[config.mk]
export PLATFORM = sky130hd
export DESIGN_NAME = cdw_div
export DESIGN_NICKNAME = d
export VERILOG_FILES = /design/src/hdl/cdw_pkg.sv /design/src/hdl/cdw_div.sv
export SDC_FILE = /design/constraint.sdc
export NUM_CORES = 2
export LEC_CHECK = 0
export BUFFER_PORTS_ARGS = -buffer_cell sky130_fd_sc_hd__buf_2
export CAP_MARGIN = 20
export CORE_MARGIN = 4
export CORE_UTILIZATION = 50
export DETAILED_ROUTE_END_ITERATION = 12
export PLACE_DENSITY = 0.74
export REMOVE_ABC_BUFFERS = 1
export SYNTH_ARGS = -nofsm -noshare
export SYNTH_HDL_FRONTEND = slang
export SYNTH_SLANG_ARGS = --single-unit
[constraint.sdc]
create_clock -name clk -period 4 [get_ports clk]
set_input_delay 0.8 -clock clk [delete_from_list [all_inputs] [get_ports clk]]
set_output_delay 0.8 -clock clk [all_outputs]
set_load 0.005 [all_outputs]
[src/hdl/cdw_pkg.sv]
// shared types and constants for the concentric disk warp pipeline
// no dependencies; used by every module of the block by scoped names
`timescale 1ns / 1ps
package cdw_pkg;

  // Q30 values run up to and including one, so they need 31 bits
  localparam int Q_BITS = 31;
  localparam logic [30:0] ONE_Q30 = 31'h4000_0000;
  localparam logic [29:0] PI_QUARTER_Q30 = 30'd843314857;

  // horner series: lane 0 is sine, lane 1 is cosine
  localparam int TERMS = 6;
  localparam int LANES = 2;
  localparam logic [7:0] SERIES_DEN [LANES][TERMS] = '{
    '{8'd156, 8'd110, 8'd72, 8'd42, 8'd20, 8'd6},
    '{8'd132, 8'd90, 8'd56, 8'd30, 8'd12, 8'd2}
  };
  // floor(2^32 / den), used for divide-by-constant with one correction step
  localparam logic [31:0] SERIES_RECIP [LANES][TERMS] = '{
    '{32'((64'd1 << 32) / 64'd156), 32'((64'd1 << 32) / 64'd110),
      32'((64'd1 << 32) / 64'd72), 32'((64'd1 << 32) / 64'd42),
      32'((64'd1 << 32) / 64'd20), 32'((64'd1 << 32) / 64'd6)},
    '{32'((64'd1 << 32) / 64'd132), 32'((64'd1 << 32) / 64'd90),
      32'((64'd1 << 32) / 64'd56), 32'((64'd1 << 32) / 64'd30),
      32'((64'd1 << 32) / 64'd12), 32'((64'd1 << 32) / 64'd2)}
  };

  typedef enum logic {
    REG_WARP_MODE        = 1'b0,
    REG_CENTER_THRESHOLD = 1'b1
  } reg_idx_t;

  localparam logic [15:0] THRESHOLD_RESET = 16'd7;

  // per-item control that travels beside the data
  typedef struct packed {
    logic first;   // |px| > |py|
    logic neg_x;
    logic neg_y;
    logic center;  // point collapses to the origin
  } flags_t;

endpackage

[src/hdl/cdw_div.sv]
// pipelined restoring divider: q = floor(small * 2^30 / large), one quotient bit per stage
// depends on cdw_pkg
`timescale 1ns / 1ps
module cdw_div #(
  parameter int SAMPLE_BITS = 16
) (
  input  logic                     clk,
  input  logic                     rst_n,
  input  logic                     en,
  input  logic                     in_vld,
  input  logic [SAMPLE_BITS:0]     in_large,
  input  logic [SAMPLE_BITS:0]     in_small,
  input  cdw_pkg::flags_t          in_fl,
  output logic                     out_vld,
  output logic [cdw_pkg::Q_BITS-1:0] out_q,
  output logic [SAMPLE_BITS:0]     out_large,
  output cdw_pkg::flags_t          out_fl
);

  localparam int NS = cdw_pkg::Q_BITS;
  localparam int RW = SAMPLE_BITS + 2;

  logic                   vld_r   [NS];
  logic [RW-1:0]          rem_r   [NS];
  logic [NS-1:0]          q_r     [NS];
  logic [SAMPLE_BITS:0]   large_r [NS];
  cdw_pkg::flags_t        fl_r    [NS];

  for (genvar i = 0; i < NS; i++) begin : g_stage
    logic                 vld_in;
    logic [RW-1:0]        rem_in;
    logic [NS-1:0]        q_in;
    logic [SAMPLE_BITS:0] large_in;
    cdw_pkg::flags_t      fl_in;
    logic                 take;
    logic [RW-1:0]        rem_nxt;

    if (i == 0) begin : g_head
      assign vld_in   = in_vld;
      assign rem_in   = RW'(in_small);
      assign q_in     = '0;
      assign large_in = in_large;
      assign fl_in    = in_fl;
    end else begin : g_body
      assign vld_in   = vld_r[i-1];
      assign rem_in   = rem_r[i-1];
      assign q_in     = q_r[i-1];
      assign large_in = large_r[i-1];
      assign fl_in    = fl_r[i-1];
    end

    assign take    = rem_in >= RW'(large_in);
    assign rem_nxt = take ? rem_in - RW'(large_in) : rem_in;

    always_ff @(posedge clk) begin
      if (!rst_n) begin
        vld_r[i] <= 1'b0;
      end else if (en) begin
        vld_r[i] <= vld_in;
      end
    end

    always_ff @(posedge clk) begin
      if (en) begin
        rem_r[i]   <= {rem_nxt[RW-2:0], 1'b0};
        q_r[i]     <= {q_in[NS-2:0], take};
        large_r[i] <= large_in;
        fl_r[i]    <= fl_in;
      end
    end
  end

  assign out_vld   = vld_r[NS-1];
  assign out_q     = q_r[NS-1];
  assign out_large = large_r[NS-1];
  assign out_fl    = fl_r[NS-1];

endmodule

### Word level (Yosys, flattened, before mapping)

Memory sizes are Yosys's and may differ from the RTL's.
Index checks and enable logic that the tools add are counted.
Widths: inputs -> output; s select.

* bitwise gates (word level): 31
* magnitude comparators: 31
* mux-type cells: 67
* add/subtract/negate cells: 31

Operators with widths (count)
* $ge 18x17->1: 30
* $mux 17: 31
* $sub 17x17->17: 31
* $mux 1: 36
* $or 1x1->1: 31
* $ge 17x17->1: 1

* register bits: 0
* memory bits (writable): 2170
* output and inout bits: 53
* bits of input ports: 42
* memories: 5
* word-level logic and storage cells: 165

Memories
* q_r: words 31, width 31, rd ports 31, clocked after memory_dff 0, write ports 31, RTL line cdw_div.sv:25 `logic [NS-1:0] q_r [NS];`
* large_r: words 31, width 17, rd ports 31, clocked after memory_dff 0, write ports 31, RTL line cdw_div.sv:26 `logic [SAMPLE_BITS:0] large_r [NS];`
* rem_r: words 31, width 17, rd ports 30, clocked after memory_dff 0, write ports 31, RTL line cdw_div.sv:24 `logic [RW-1:0] rem_r [NS];`
* fl_r: words 31, width 4, rd ports 31, clocked after memory_dff 0, write ports 31, RTL line cdw_div.sv:27 `cdw_pkg::flags_t fl_r [NS];`
* vld_r: words 31, width 1, rd ports 31, clocked after memory_dff 0, write ports 31, RTL line cdw_div.sv:23 `logic vld_r [NS];`

### Logic depth before layout (Yosys ltp)

* depth in word-level cells: 4
* depth in mapped cells: 12
* mapped depth without buffers: 11

### Worst setup path after synthesis

Ideal clock, no wire load.

* kind: register to register
* start point: memory rem_r[4][1] (netlist bit)
* end point: memory rem_r[5][10] (netlist bit), data pin
* path buffers: 1
* setup slack: 1.058 ns
* data required time: 3.740 ns
* arrival: 2.682 ns
* clock period less this slack: 2.942 ns
* cell stages (with the launch flop): 11
* library setup time: 0.260 ns
* path through: edfxtp_1 ha_1 nor2b_1 o31a_1 o21ai_1 a21oi_1 nor2_1 a211oi_1 nor4_4 buf_4 mux2_2

RTL lines (RTL line)
* from (decl): cdw_div.sv:24

==> flow_summary.yaml <==
placed_design:
  globalplace.congestion: 0.905
  dp.cells: 8629
  port_buffers: 94
  dpl.hpwl_um: 109000
clock_network:
  cts.path.max_buffers: 3
  clock_sinks: 1688
  cts_buffers: 177
  ctsResizeCount: 0
  cts_max_level: 4
  postCtsSetupBuffers: 0
  insertion_delay_ns: 0.82
  cts_hold_buf: 0
  path_clk_slew_ns: 0.06
  cts_tree: "yes"
  clock-root-buffer: "clkbuf_16"
critical_path:
  end_kind: "register"
  cp-start-kind: "register"
  critPathRequiredTime_ns: 4.55
  critPathMaxFanout: 18
  path_class: "reg -> reg"
  arrival_ns: 3.97
routing:
  drt_iter0_drc: 3776
  drt_wl_total_um: 152000
  ant_nets: 0
  avgRoutedWirePerCell_um: 17.0
  viasPerCell: 5.44
  first_pass_iters: 7
  remaining_drc_errors: 0
  routed-via-count: 48740
global_routing:
  grt_usage: 0.179
  grt-ovfl-total: 0
  grt_pass1_wl_um: 247000
  antenna_found_initial: 0
  grt_pass1_vias: 48057
  grt_max_degree: 120
finish:
  drive_gt1_frac: 0.0927
  finalNetCount: 7248
  diodes: 0
  syn_to_final_growth_pct: 12.1
  final_cell_mix: "1687 x edfxtp_1, 666 x inv_1, 532 x o21ai_0, 526 x ha_1, 495 x nand2_1"
  final_common_cell: "edfxtp_1"
  fin_cells: 8955
pwr:
  peakVddDrop_uv: 516
  seq_power_share: 0.387
  combPwrFrac: 0.375
  power.leakage_nw: 35.8
  powerDensity_nw_per_um2: 771
  swShare: 0.340
  p_sw_mw: 23.9
  total_power_mw: 70.5
  p_int_mw: 46.5
  power.share.clock: 0.238
timing:
  drv_slew: 0
  finalSetupViolCount: 0
  fin_skew_ns: 0.0654
  holdWs_ns: 0.168
  relSlewSlack: 0.284
  max_clock_freq_mhz: 292
  finalCriticalPeriod_ns: 3.42
  period_share: 0.856
  final_hold_viol_count: 0
  grt_setup_unrepaired: "no"
  max_slew.worst_pin.slew_ns: 1.07
logic_synthesis:
  yosys_warnings: 0
  synth-seq-cells: 1688
  syn_area_um2: 81500
  ys_seq_area_frac: 0.622
  synth_edf_count: 1687
  synthArstFlopShare: 0
  postSynthCellCount: 6396
  synth_ff_type: "edfxtp_1"
  syn-mean-instance-area_um2: 12.7
  synth_cell_type_count: 86
die:
  die_y_um: 412
  ios: 95
  core_um2: 161000
  start_util: 0.505
  die_area_um2: 170000
  die_width_um: 412
  row_count: 147
worst_hold_path:
  hp-class: "in -> reg"
run:
  drv_cap: 0
run_status:
  status: "complete, no violations"
## routing by layer
metal	vias up	part of all wire	GRT usage	wire [µm]
met3	253	0.041	0.0274	6220
met5	-	0	0	0
li1	24024	-	-	-
met1	23416	0.43	0.228	65800
met4	0	0.024	0.0515	3680
met2	1047	0.50	0.315	76500
## synth_stat cells (all sizes together) (7+ instances only)
cell type | n | area, µm²
clkbuf | 75 | 282
o32ai | 12 | 105
or2 | 14 | 87.6
inv | 666 | 2500
xor2 | 154 | 1350
o21a | 107 | 803
o21ai | 544 | 2730
edfxtp | 1687 | 50700
o22ai | 8 | 50.1
o21bai | 46 | 345
nand2 | 495 | 1860
o221ai | 7 | 61.3
xnor2 | 232 | 2030
o211ai | 17 | 128
nand4 | 76 | 475
and3 | 50 | 313
and2 | 24 | 150
nor2b | 71 | 444
ha | 526 | 6580
a211oi | 21 | 163
a21o | 118 | 886
a31oi | 45 | 282
a311oi | 9 | 78.8
o31ai | 45 | 338
nand2b | 103 | 647
mux2 | 140 | 1620
nor2 | 301 | 1130
nand3 | 50 | 250
o31a | 30 | 263
o311ai | 8 | 70.1
o41ai | 26 | 228
a2111oi | 24 | 224
nand4b | 7 | 61.3
a41oi | 7 | 68.8
mux2i | 15 | 150
fa | 30 | 601
nor4 | 16 | 136
buf | 27 | 189
nor3 | 82 | 410
a21oi | 392 | 1980
a21boi | 12 | 90.1
or3 | 16 | 100
## critical path, cell delays in order (launching register included)
cell and delay, ns:
edfxtp_1 0.39, ha_1 0.38, nor2b_1 0.18, o2111ai_2 0.20
nand4b_1 0.19, a41oi_2 0.32, a21o_1 0.16, a21oi_1 0.05
or4_1 0.80, mux2_1 0.47
## logic make-up after synthesis
kind of cell	synth area share
flip-flops	0.622
buffers and inverters	0.0364
AND/OR/NAND/NOR	0.0765
XOR/XNOR	0.0415
adder cells (fa/ha/maj)	0.0881
multiplexers	0.0217
AO/OA/AOI/OAI	0.114
## sequential cells by signal, indices dropped and copies added, names as in the netlist
name     flops
q_r        496
large_r    527
vld_r       31
rem_r      510
fl_r       124
## power groups by stage
stage / clock [mW] / sequential, mW / combinational [mW]
after floorplan: 0 / 26.5 / 20.2
after global placement: 0 / 27.6 / 25.3
after detailed placement: 0 / 27.6 / 26.0
after CTS: 17.3 / 27.3 / 26.2
after global routing: 18.1 / 27.6 / 29.6
final: 16.8 / 27.3 / 26.4
## through the flow
| step | setup TNS, ns | area (µm²) | util | setup slack, ns |
|---|---|---|---|---|
| 4_1_cts | 0 | 91300 | 0.566 | 0.575 |
| 3_3_place_gp | 0 | 85300 | 0.529 | 0.706 |
| 3_5_place_dp | 0 | 85300 | 0.529 | 0.629 |
| 6_report | 0 | 91400 | 0.567 | 0.576 |
| 5_1_grt | 0 | 91400 | 0.567 | 0.320 |
| 2_1_floorplan | -86.47 | 81000 | - | -1.62 |
## final timing paths
| check | start | end | slack, ns | cells after the start |
|---|---|---|---|---|
| hold reg to reg | q_r[1][353]$_DFFE_PP_ | q_r[1][385]$_DFFE_PP_ | 0.38 | 0 |
| hold / removal | in_fl[2] | fl_r[0][2]$_DFFE_PP_ | 0.17 | 1 |
| setup / recovery | rem_r[21][1]$_DFFE_PP_ | rem_r[22][15]$_DFFE_PP_ | 0.58 | 9 |
| setup reg to reg | rem_r[21][1]$_DFFE_PP_ | rem_r[22][15]$_DFFE_PP_ | 0.58 | 9 |
## area by class of cell
cell class              instances  area, µm²
clock buffers                 205       4560
clock inverters               119       1510
fillers                     12858      69900
inverters                     666       2500
multi-input cells            3940      28100
flip-flops and latches       1688      50700
well taps                    2160       2700
repair buffers                177       1370
Note: power is estimated with default switching activity, not from simulation.
